--- config.mk ---
export PLATFORM = sky130hd
export DESIGN_NAME = bitmap_best_fit_allocator
export DESIGN_NICKNAME = d
export VERILOG_FILES = /design/src/rtl/bbf_pkg.sv /design/src/rtl/bbf_map_mem.sv /design/src/rtl/bbf_run_scan.sv /design/src/rtl/bitmap_best_fit_allocator.sv
export SDC_FILE = /design/constraint.sdc
export NUM_CORES = 2
export LEC_CHECK = 0
export BUFFER_PORTS_ARGS = -buffer_cell sky130_fd_sc_hd__buf_2
export CORE_UTILIZATION = 40
export DETAILED_ROUTE_END_ITERATION = 10
export PLACE_DENSITY = 0.61
export RECOVER_POWER = 50
export SYNTH_ARGS = -nofsm -noshare
export SYNTH_HDL_FRONTEND = slang
export SYNTH_HIERARCHICAL = 1
export SYNTH_SLANG_ARGS = --single-unit
--- constraint.sdc ---
create_clock -name clk -period 29.8 [get_ports clk]
set_input_delay 2.98 -clock clk [delete_from_list [all_inputs] [get_ports clk]]
set_output_delay 2.98 -clock clk [all_outputs]
set_load 0.05 [all_outputs]
--- src/rtl/bbf_pkg.sv ---
// Shared types and constants for the bitmap best-fit allocator.
// Holds the request, result and scan-state structs and the sequencer states.
// Depends on nothing; every other file in rtl refers to it by scoped names.
package bbf_pkg;

  localparam int MAX_UNITS = 1024;
  localparam int WORD_BITS = 8;
  localparam int NUM_WORDS = MAX_UNITS / WORD_BITS;
  localparam int UNIT_W    = $clog2(MAX_UNITS);
  localparam int BIT_W     = $clog2(WORD_BITS);
  localparam int ADDR_W    = UNIT_W - BIT_W;
  localparam int CNT_W     = 11;
  localparam int LEN_W     = UNIT_W + 1;

  typedef logic [WORD_BITS-1:0] word_t;

  typedef enum logic [1:0] {
    CMD_ALLOC   = 2'd0,
    CMD_RELEASE = 2'd1,
    CMD_QUERY   = 2'd2
  } command_t;

  typedef struct packed {
    logic [1:0]       command;
    logic [UNIT_W-1:0] index;
    logic [CNT_W-1:0]  count;
  } request_t;

  typedef struct packed {
    logic              status;
    logic [UNIT_W-1:0] start_res;
    logic              bit_value;
  } result_t;

  typedef struct packed {
    logic              in_run;
    logic [UNIT_W-1:0] run_start;
    logic [LEN_W-1:0]  run_len;
    logic              found;
    logic [UNIT_W-1:0] best_start;
    logic [LEN_W-1:0]  best_len;
  } scan_state_t;

  typedef enum logic [2:0] {
    ST_IDLE,
    ST_SCAN_RD,
    ST_SCAN,
    ST_CLOSE,
    ST_MOD_RD,
    ST_MOD,
    ST_QUERY_RD,
    ST_QUERY
  } state_t;

endpackage

--- src/rtl/bbf_map_mem.sv ---
// Allocation map storage: one word of bbf_pkg::WORD_BITS units per address.
// One write port and one registered read port; a per-word valid bit makes
// every word read as free after reset. Depends on bbf_pkg.
module bbf_map_mem (
  input  logic                       clk,
  input  logic                       rst,
  input  logic                       we,
  input  logic [bbf_pkg::ADDR_W-1:0] waddr,
  input  bbf_pkg::word_t             wdata,
  input  logic [bbf_pkg::ADDR_W-1:0] raddr,
  output bbf_pkg::word_t             rdata
);

  bbf_pkg::word_t                  mem [bbf_pkg::NUM_WORDS];
  logic [bbf_pkg::NUM_WORDS-1:0]   valid;
  bbf_pkg::word_t                  rdata_q;
  logic                            rvalid_q;

  always_ff @(posedge clk) begin
    if (we) begin
      mem[waddr] <= wdata;
    end
    rdata_q <= mem[raddr];
  end

  always_ff @(posedge clk) begin
    if (rst) begin
      valid    <= '0;
      rvalid_q <= 1'b0;
    end else begin
      if (we) begin
        valid[waddr] <= 1'b1;
      end
      rvalid_q <= valid[raddr];
    end
  end

  assign rdata = rvalid_q ? rdata_q : '0;

endmodule

--- src/rtl/bbf_run_scan.sv ---
// Shared run-length unit: folds one map word into the running free-run and
// best-fit state. Units at or beyond the pool size count as allocated.
// Depends on bbf_pkg.
module bbf_run_scan (
  input  bbf_pkg::word_t                bits,
  input  logic [bbf_pkg::ADDR_W-1:0]    base,
  input  logic [bbf_pkg::CNT_W-1:0]     size,
  input  logic [bbf_pkg::CNT_W-1:0]     count,
  input  bbf_pkg::scan_state_t          cur,
  output bbf_pkg::scan_state_t          nxt
);

  always_comb begin
    bbf_pkg::scan_state_t      s;
    logic [bbf_pkg::UNIT_W-1:0] pos;
    logic                       free;
    s = cur;
    for (int j = 0; j < bbf_pkg::WORD_BITS; j++) begin
      pos  = {base, bbf_pkg::BIT_W'(j)};
      free = !bits[j] && ({1'b0, pos} < size);
      if (free) begin
        if (!s.in_run) begin
          s.in_run    = 1'b1;
          s.run_start = pos;
          s.run_len   = bbf_pkg::LEN_W'(1);
        end else begin
          s.run_len = s.run_len + 1'b1;
        end
      end else if (s.in_run) begin
        if ((s.run_len >= count) && (!s.found || (s.run_len < s.best_len))) begin
          s.found      = 1'b1;
          s.best_start = s.run_start;
          s.best_len   = s.run_len;
        end
        s.in_run = 1'b0;
      end
    end
    nxt = s;
  end

endmodule

--- src/rtl/bitmap_best_fit_allocator.sv ---
// Top level of the bitmap best-fit allocator: command sequencer, map memory
// and the shared run-length unit. Depends on bbf_pkg, bbf_map_mem and
// bbf_run_scan.
//
// A transaction is accepted when start is high and busy is low; req carries
// command, index and count. Each transaction returns exactly one result,
// shown on result for one cycle with result_valid high; the receiver cannot
// stall it. busy stays high while a transaction is in progress.
// Allocate reads the map one 8-unit word per cycle, then marks the chosen
// run word by word. Release clears its range word by word; query reads the
// one word that holds the index. A zero-count allocate, an empty release and
// an unknown command answer straight from idle. The map word port allows one
// read and one write a cycle.
// cfg_we writes pool_size from cfg_data; write it only while idle.
// Reset clears the whole map at once through per-word valid bits and sets
// pool_size to 1024; the block is ready in the cycle after reset.
module bitmap_best_fit_allocator (
  input  logic                       clk,
  input  logic                       rst,
  input  logic                       start,
  output logic                       busy,
  input  bbf_pkg::request_t          req,
  output logic                       result_valid,
  output bbf_pkg::result_t           result,
  input  logic                       cfg_we,
  input  logic [bbf_pkg::CNT_W-1:0]  cfg_data
);

  localparam logic [bbf_pkg::CNT_W-1:0] MAX_SIZE = bbf_pkg::CNT_W'(bbf_pkg::MAX_UNITS);

  bbf_pkg::state_t               state, state_next;
  logic [1:0]                    cmd_q, cmd_next;
  logic [bbf_pkg::UNIT_W-1:0]    idx_q, idx_next;
  logic [bbf_pkg::CNT_W-1:0]     cnt_q, cnt_next;
  logic [bbf_pkg::CNT_W-1:0]     size_q, size_next;
  logic [bbf_pkg::ADDR_W-1:0]    word, word_next;
  logic [bbf_pkg::ADDR_W-1:0]    last_word, last_word_next;
  logic [bbf_pkg::UNIT_W-1:0]    lo, lo_next;
  logic [bbf_pkg::CNT_W-1:0]     hi, hi_next;
  logic                          set_mode, set_mode_next;
  bbf_pkg::scan_state_t          scan_st, scan_next, scan_out;
  logic [bbf_pkg::CNT_W-1:0]     pool_size;
  bbf_pkg::result_t              result_next;
  logic                          result_valid_next;

  logic [bbf_pkg::CNT_W-1:0]     act_size, act_size_m1;
  logic [bbf_pkg::CNT_W:0]       rel_end;
  logic [bbf_pkg::CNT_W-1:0]     rel_hi, rel_hi_m1;
  logic [bbf_pkg::CNT_W-1:0]     alloc_end, alloc_end_m1;
  bbf_pkg::word_t                rdata, wdata, mask, scan_bits;
  logic [bbf_pkg::ADDR_W-1:0]    raddr;
  logic                          mem_we;

  assign busy        = (state != bbf_pkg::ST_IDLE);
  assign act_size    = (pool_size > MAX_SIZE) ? MAX_SIZE : pool_size;
  assign act_size_m1 = act_size - 1'b1;
  assign rel_end     = {2'b00, req.index} + {1'b0, req.count};
  assign rel_hi      = (rel_end > {1'b0, act_size}) ? act_size : rel_end[bbf_pkg::CNT_W-1:0];
  assign rel_hi_m1   = rel_hi - 1'b1;
  assign alloc_end   = {1'b0, scan_out.best_start} + cnt_q;
  assign alloc_end_m1 = alloc_end - 1'b1;
  assign scan_bits   = (state == bbf_pkg::ST_CLOSE) ? '1 : rdata;

  always_comb begin
    logic [bbf_pkg::UNIT_W-1:0] pos;
    for (int j = 0; j < bbf_pkg::WORD_BITS; j++) begin
      pos     = {word, bbf_pkg::BIT_W'(j)};
      mask[j] = (pos >= lo) && ({1'b0, pos} < hi);
    end
  end

  assign wdata = set_mode ? (rdata | mask) : (rdata & ~mask);

  bbf_map_mem u_mem (
    .clk   (clk),
    .rst   (rst),
    .we    (mem_we),
    .waddr (word),
    .wdata (wdata),
    .raddr (raddr),
    .rdata (rdata)
  );

  bbf_run_scan u_scan (
    .bits  (scan_bits),
    .base  (word),
    .size  (size_q),
    .count (cnt_q),
    .cur   (scan_st),
    .nxt   (scan_out)
  );

  always_ff @(posedge clk) begin
    if (rst) begin
      state        <= bbf_pkg::ST_IDLE;
      result_valid <= 1'b0;
      pool_size    <= MAX_SIZE;
      scan_st      <= '0;
    end else begin
      state        <= state_next;
      result_valid <= result_valid_next;
      scan_st      <= scan_next;
      if (cfg_we) begin
        pool_size <= cfg_data;
      end
    end
  end

  always_ff @(posedge clk) begin
    cmd_q     <= cmd_next;
    idx_q     <= idx_next;
    cnt_q     <= cnt_next;
    size_q    <= size_next;
    word      <= word_next;
    last_word <= last_word_next;
    lo        <= lo_next;
    hi        <= hi_next;
    set_mode  <= set_mode_next;
    result    <= result_next;
  end

  always_comb begin
    state_next        = state;
    cmd_next          = cmd_q;
    idx_next          = idx_q;
    cnt_next          = cnt_q;
    size_next         = size_q;
    word_next         = word;
    last_word_next    = last_word;
    lo_next           = lo;
    hi_next           = hi;
    set_mode_next     = set_mode;
    scan_next         = scan_st;
    result_next       = result;
    result_valid_next = 1'b0;
    mem_we            = 1'b0;
    raddr             = word;
    case (state)
      bbf_pkg::ST_IDLE: begin
        if (start) begin
          cmd_next  = req.command;
          idx_next  = req.index;
          cnt_next  = req.count;
          size_next = act_size;
          scan_next = '0;
          word_next = '0;
          result_next = '0;
          case (req.command)
            bbf_pkg::CMD_ALLOC: begin
              if (req.count == '0) begin
                result_next.status = 1'b1;
                result_valid_next  = 1'b1;
              end else if (act_size == '0) begin
                state_next = bbf_pkg::ST_CLOSE;
              end else begin
                last_word_next = act_size_m1[bbf_pkg::UNIT_W-1:bbf_pkg::BIT_W];
                state_next     = bbf_pkg::ST_SCAN_RD;
              end
            end
            bbf_pkg::CMD_RELEASE: begin
              if ({1'b0, req.index} >= rel_hi) begin
                result_valid_next = 1'b1;
              end else begin
                lo_next        = req.index;
                hi_next        = rel_hi;
                set_mode_next  = 1'b0;
                word_next      = req.index[bbf_pkg::UNIT_W-1:bbf_pkg::BIT_W];
                last_word_next = rel_hi_m1[bbf_pkg::UNIT_W-1:bbf_pkg::BIT_W];
                state_next     = bbf_pkg::ST_MOD_RD;
              end
            end
            bbf_pkg::CMD_QUERY: begin
              word_next  = req.index[bbf_pkg::UNIT_W-1:bbf_pkg::BIT_W];
              state_next = bbf_pkg::ST_QUERY_RD;
            end
            default: begin
              result_valid_next = 1'b1;
            end
          endcase
        end
      end
      bbf_pkg::ST_SCAN_RD: begin
        state_next = bbf_pkg::ST_SCAN;
      end
      bbf_pkg::ST_SCAN: begin
        raddr     = word + 1'b1;
        scan_next = scan_out;
        if (word == last_word) begin
          state_next = bbf_pkg::ST_CLOSE;
        end else begin
          word_next = word + 1'b1;
        end
      end
      bbf_pkg::ST_CLOSE: begin
        scan_next = scan_out;
        if (scan_out.found) begin
          lo_next        = scan_out.best_start;
          hi_next        = alloc_end;
          set_mode_next  = 1'b1;
          word_next      = scan_out.best_start[bbf_pkg::UNIT_W-1:bbf_pkg::BIT_W];
          last_word_next = alloc_end_m1[bbf_pkg::UNIT_W-1:bbf_pkg::BIT_W];
          state_next     = bbf_pkg::ST_MOD_RD;
        end else begin
          result_next        = '0;
          result_next.status = 1'b1;
          result_valid_next  = 1'b1;
          state_next         = bbf_pkg::ST_IDLE;
        end
      end
      bbf_pkg::ST_MOD_RD: begin
        state_next = bbf_pkg::ST_MOD;
      end
      bbf_pkg::ST_MOD: begin
        raddr  = word + 1'b1;
        mem_we = 1'b1;
        if (word == last_word) begin
          result_next = '0;
          if (cmd_q == bbf_pkg::CMD_ALLOC) begin
            result_next.start_res = lo;
          end
          result_valid_next = 1'b1;
          state_next        = bbf_pkg::ST_IDLE;
        end else begin
          word_next = word + 1'b1;
        end
      end
      bbf_pkg::ST_QUERY_RD: begin
        state_next = bbf_pkg::ST_QUERY;
      end
      bbf_pkg::ST_QUERY: begin
        result_next = '0;
        if ({1'b0, idx_q} < size_q) begin
          result_next.bit_value = rdata[idx_q[bbf_pkg::BIT_W-1:0]];
        end
        result_valid_next = 1'b1;
        state_next        = bbf_pkg::ST_IDLE;
      end
      default: begin
        state_next = bbf_pkg::ST_IDLE;
      end
    endcase
  end

  // A result always closes its transaction, so the block is ready with it.
  a_result_idle: assert property (@(posedge clk) disable iff (rst)
    result_valid |-> !busy)
    else $error("result shown while busy");

  // The best run found so far always holds the requested count.
  a_best_fits: assert property (@(posedge clk) disable iff (rst)
    scan_st.found |-> (scan_st.best_len >= cnt_q))
    else $error("best run shorter than count");

  // Only an allocation sets bits in the map.
  a_set_alloc: assert property (@(posedge clk) disable iff (rst)
    (mem_we && set_mode) |-> (cmd_q == bbf_pkg::CMD_ALLOC))
    else $error("map bits set outside an allocation");

  // A granted run lies inside the active pool.
  a_run_in_pool: assert property (@(posedge clk) disable iff (rst)
    (result_valid && (cmd_q == bbf_pkg::CMD_ALLOC) && !result.status) |->
      (({2'b00, result.start_res} + {1'b0, cnt_q}) <= {1'b0, size_q}))
    else $error("granted run exceeds pool");

endmodule
# Word level (Yosys, flattened, before mapping)

Memory sizes are Yosys's and may differ from the RTL's. A register that Yosys moved wholly into a read port is not among the register bits.
Cells that the tools add are included.

Register bits: 270
Memory bits (writable): 1,024
Output and inout port bits: 14
Word-level logic and storage cells: 305
Memories kept: 1

Add/sub/neg operators: 14
$lt $le $gt $ge: 48
Eq/ne operators: 23
Mux-type cells: 124
Bitwise gates (word level): 4
Reductions and logical operators: 68

Memory list:

| memory    | words | bits a word | read ports | clocked after Yosys merged registers in | wr ports | line              | RTL |
|---|---|---|---|---|---|---|---|
| u_mem.mem | 128   | 8           | 1          | 1                                       | 1        | bbf_map_mem.sv:14 | `bbf_pkg::word_t mem [bbf_pkg::NUM_WORDS];` |

Operators by type and width:

| operator                                                             | count |
|---|---|
| 22-bit 2-to-1 mux                                                    | 24 |
| 10-bit by 11-bit < comparator with 1-bit output                      | 17 |
| 21-bit 2-to-1 mux                                                    | 8 |
| 11-bit 2-to-1 mux                                                    | 14 |
| 10-bit 2-to-1 mux                                                    | 13 |
| 128-bit OR                                                           | 1 |
| 11-bit by 1-bit adder with 11-bit output, second input constant      | 8 |
| 11-bit greater-or-equal comparator                                   | 8 |
| 11-bit < comparator                                                  | 8 |
| 44-bit case mux with 2 select lines                                  | 1 |
| 10-bit greater-or-equal comparator                                   | 8 |
| 7-bit 2-to-1 mux                                                     | 10 |
| 12-bit case mux with 4 select lines                                  | 1 |
| 44-bit 2-to-1 mux                                                    | 1 |
| 7-bit case mux with 2 select lines                                   | 3 |
| 12-bit 2-to-1 mux                                                    | 3 |
| 10-bit by 1-bit subtractor with 10-bit output, second input constant | 3 |
| 1-bit logical AND                                                    | 25 |
| 1-bit 2-to-1 mux                                                     | 25 |
| 8-bit 2-to-1 mux                                                     | 3 |
| 3-bit case mux with 8 select lines                                   | 1 |
| 11-bit logical NOT                                                   | 2 |
| 11-bit case mux with 2 select lines                                  | 1 |
| 7-bit case mux with 3 select lines                                   | 1 |
| other kinds (46)                                                     | 92 |

# Longest topological paths before layout

Depth after elaboration: 52
Depth in mapped cells: 123

# By module

The synthesis kept the hierarchy.

By module, submodules not included:

| module                    | times used | cells each | area each (µm²) |
|---|---|---|---|
| bbf_map_mem               | 1          | 2,470      | 44,707.9 |
| bbf_run_scan              | 1          | 1,529      | 10,543.9 |
| bitmap_best_fit_allocator | 1          | 904        | 8,411.8 |

# Worst setup path after synthesis

OpenSTA, ideal clock, no wires.

Path type: reg2reg
Start: reg word[0] in the netlist's numbering
End: reg last_word[6] in the netlist's numbering, data pin
Library setup time: 262 ps
Data arrival time: 21,611 ps
Path slack: 7,926 ps
Stages on the path, launching flop included: 114
Clock period less this slack: 21,874 ps
Cell sequence: edfxtp_1 > clkbuf_1 > inv_1 > ha_1 > and4_1 > buf_2 > a31oi_4 > o211ai_4 > clkbuf_1 > nand2_1 > a21oi_1 > o21ai_1 > clkbuf_1 > mux2i_1 > ha_1 > a21o_1 > a21o_1 > a21oi_1 > [78 not listed] > nor2b_1 > o21ai_0 > nand2b_1 > a21oi_1 > a21oi_1 > nor3_1 > buf_1 > mux2_2 > ha_1 > nor2b_1 > o21ai_0 > a21boi_0 > or4_1 > a31oi_1 > a21oi_1 > nand4bb_2 > nor2_2 > xor2_1

RTL lines:

| item                   | line                             | RTL |
|---|---|---|
| start, declared        | bitmap_best_fit_allocator.sv:36  | `logic [bbf_pkg::ADDR_W-1:0] word, word_next;` |
| start signal, assigned | bitmap_best_fit_allocator.sv:114 | `word <= word_next;` |
| end signal, assigned   | bitmap_best_fit_allocator.sv:115 | `last_word <= last_word_next;` |
| end, declared          | bitmap_best_fit_allocator.sv:37  | `logic [bbf_pkg::ADDR_W-1:0] last_word, last_word_next;` |

==> results.py <==
metrics = {
    "clocking": {
        "cts_buffer_depth": 3,
        "h-tree-depth": 4,
        "cts.sink_count": 1302,
        "insertion_delay_ns": 0.76,
        "tritoncts": "done",
        "cts_root_buffer": "clkbuf_16",
        "postCtsSetupBuffers": 0,
        "cts_resized": 0,
        "cts.clk_slew.worst_paths_ns": 0.06,
        "cts_hold_buffers": 0,
        "cts_buffers": 133,
    },
    "placed_design": {
        "port_buffers": 51,
        "dpl.hpwl_um": 124000,
        "place_inst": 6862,
        "place_area_um2": 66000,
        "gp_congestion": 0.928,
    },
    "synth": {
        "synthSimpleGateAreaFrac": 0.0996,
        "synth.area.mux_share": 0.122,
        "synth_area_per_cell_um2": 13.0,
        "syn_area_um2": 63700,
        "synth_edf_count": 1106,
        "synth_compound_area_frac": 0.104,
        "ys_ff_latch": 1302,
        "synthCells": 4903,
        "yosys_warnings": 6,
        "synth_top_family_by_area": "multiplexers",
        "synthFlopType": "edfxtp_1",
        "yosysUniqueCellTypes": 115,
        "synth_fa_ha_area_frac": 0.0509,
        "syn_nets": 5199,
        "yosysSeqAreaShare": 0.583,
        "synth.top_cell.area_share": 0.522,
        "ys_top_cells_by_area": "edfxtp_1, mux4_2, dfxtp_1, ha_1, mux2i_1",
        "synth_area_leader_cell": "edfxtp_1",
        "synthArstFlopShare": 0,
        "synth_xor_xnor_area_share": 0.00879,
    },
    "worst_setup_path": {
        "cp_max_fo": 46,
        "r2r_cells": 111,
        "worstSetupPathType": "reg -> reg",
        "crit_required_ns": 30.30,
        "r2r_setup_slack_ns": 4.44,
        "crit_top_cell": "a21oi_1",
        "worst_path_max_delay_cell": "clkbuf_1",
        "worst-endpoint-arrival_ns": 25.87,
        "reg2reg_to": "last_word[6]$_DFFE_PP_",
        "end_kind": "register",
        "crit_path_end": "last_word[6]$_DFFE_PP_",
        "critPathLaunchType": "register",
        "crit-reg2reg-launch": "state[1]$_SDFFE_PP0P_",
        "startpoint": "state[1]$_SDFFE_PP0P_",
        "cp_slowest_stage_delay_ns": 1.58,
    },
    "global_routing": {
        "grt_pass1_vias": 41059,
        "grt_pass1_wl_um": 272000,
        "grt_usage": 0.225,
        "antenna_found_initial": 4,
        "grt_overflow": 0,
        "grt_max_degree": 114,
    },
    "timing": {
        "setup_tns_ns": 0,
        "setup_viol": 0,
        "whs_ns": 0.464,
        "rsz0062_at_grt": "no",
        "clock_skew_ns": 0.0292,
        "maxSlewViolCount": 615,
        "max_freq_mhz": 39.4,
        "period_minus_slack_ns": 25.36,
        "tightest_slew_ns": 4.75,
        "hold_viol_final": 0,
        "fin_crit_sh": 0.851,
        "slew_headroom": -2.17,
    },
    "pwr": {
        "fin_total_pwr_uw": 7360,
        "irDropWorstVdd_uv": 101,
        "leakage_uw": 0.0248,
        "powerDensity_nw_per_um2": 105,
    },
    "finish": {
        "instances_no_fill": 7108,
        "final_area_um2": 70300,
        "nFillCells": 14334,
        "syn2layout_area_growth_pct": 10.4,
        "mostFrequentLayoutCells": "edfxtp_1, nor2_1, nand2_1",
        "layout_commonest_cell": "edfxtp_1",
        "layout.nets": 5221,
        "antenna_cells": 0,
        "drive_gt1_frac": 0.125,
    },
    "routing": {
        "ant_nets": 0,
        "via_per_inst": 5.91,
        "routed_wl_um": 184000,
        "vias": 42027,
        "wl_per_cell_um": 25.9,
        "dr.pass1.iters": 8,
        "drtIter0Drc": 4140,
        "drc": 0,
    },
    "floorplanning": {
        "core_um2": 158000,
        "die_y_um": 401,
        "start_util": 0.402,
        "die_w_um": 401,
        "die_area_um2": 161000,
        "rows": 146,
        "io_pins": 52,
    },
    "outcome": {
        "status": "finished with violations",
        "violations": "capacitance limit, slew limit",
    },
    "min_path": {
        "hp-start": "u_mem/valid[61]$_SDFFE_PP0P_",
        "hp-class": "reg -> reg",
    },
    "job": {
        "maxCapViolCount": 16,
    },
}
[per-layer routing]
metal	track usage	routed length, um	vias to the layer above	part of all wire
met2	0.356	85700	1637	0.47
li1	-	-	18886	-
met5	0	0	-	0
met4	0.0909	7690	0	0.042
met3	0.0366	13400	340	0.073
met1	0.309	77500	21164	0.42
[where the power goes]
| part | internal (uW) | switching, uW | leakage (uW) |
|---|---|---|---|
| clock | 973 | 700 | 0.00212 |
| combinational | 1240 | 2210 | 0.0110 |
| sequential | 2190 | 55.5 | 0.0117 |
[cells by family after synthesis]
| family | after synthesis |
|---|---|
| compound gates | 974 |
| xor+xnor | 63 |
| fa+ha+maj | 258 |
| buf+inv | 422 |
| flops | 1302 |
| mux | 514 |
| simple gates | 1370 |
[flip-flops by register name, summed over array words and instances (netlist names)]
register / flops
idx_q: 10
state: 3
word: 7
hi: 11
last_word: 7
result: 12
u_mem/valid: 128
scan_st: 44
u_mem/mem: 1024
u_mem/rdata_q: 8
u_mem/rvalid_q: 1
pool_size: 11
result_valid: 1
cnt_q: 11
cmd_q: 2
size_q: 11
lo: 10
set_mode: 1
[cell type report]
type / instances / area, um^2 / area share
repair buffers: 140 / 860 / 0.0122
clock inverters: 53 / 626 / 0.00890
clock buffers: 193 / 3770 / 0.0536
flip-flops and latches: 1302 / 37100 / 0.528
inverters: 169 / 644 / 0.00916
multi-input cells: 3179 / 24700 / 0.351
well taps: 2072 / 2590 / 0.0369
[worst max-delay path, delay by kind of cell, from the launching register on]
kind / cells / cell delay, ns
xor+xnor: 2 / 0.24
compound gates: 56 / 10.74
fa+ha+maj: 8 / 2.33
buf+inv: 11 / 3.84
simple gates: 29 / 5.55
flops: 1 / 0.60
mux: 5 / 1.69
[metrics by stage]
step,utilization,setup slack (ns)
6_report,0.444,4.44
3_3_place_gp,0.417,6.49
4_1_cts,0.445,5.86
3_5_place_dp,0.417,5.94
5_1_grt,0.444,2.52
2_1_floorplan,-,7.93
[Yosys cell counts (42+ instances only)]
| master | instances |
|---|---|
| nand3_1 | 148 |
| ha_1 | 256 |
| nor2b_1 | 42 |
| inv_1 | 164 |
| nor3_1 | 46 |
| dfxtp_1 | 196 |
| o21ai_0 | 128 |
| a21oi_1 | 256 |
| nor2_1 | 572 |
| a22oi_1 | 153 |
| a21o_1 | 83 |
| edfxtp_1 | 1106 |
| mux4_2 | 206 |
| nand4_1 | 52 |
| mux2i_1 | 275 |
| clkbuf_1 | 134 |
| o211ai_1 | 74 |
| nand2_1 | 301 |
[worst min-delay path by stage]
stage                                              end  depth (start not counted)  slack, ns
final                     u_mem/valid[61]$_SDFFE_PP0P_                          2       0.46
after CTS                 u_mem/valid[81]$_SDFFE_PP0P_                          2       0.47
after global placement    u_mem/valid[13]$_SDFFE_PP0P_                          2       0.44
after global routing      u_mem/valid[23]$_SDFFE_PP0P_                          2       0.48
after detailed placement  u_mem/valid[54]$_SDFFE_PP0P_                          2       0.46
after floorplan           u_mem/valid[12]$_SDFFE_PP0P_                          2       0.43
Note: power is estimated with default switching activity, not from simulation.
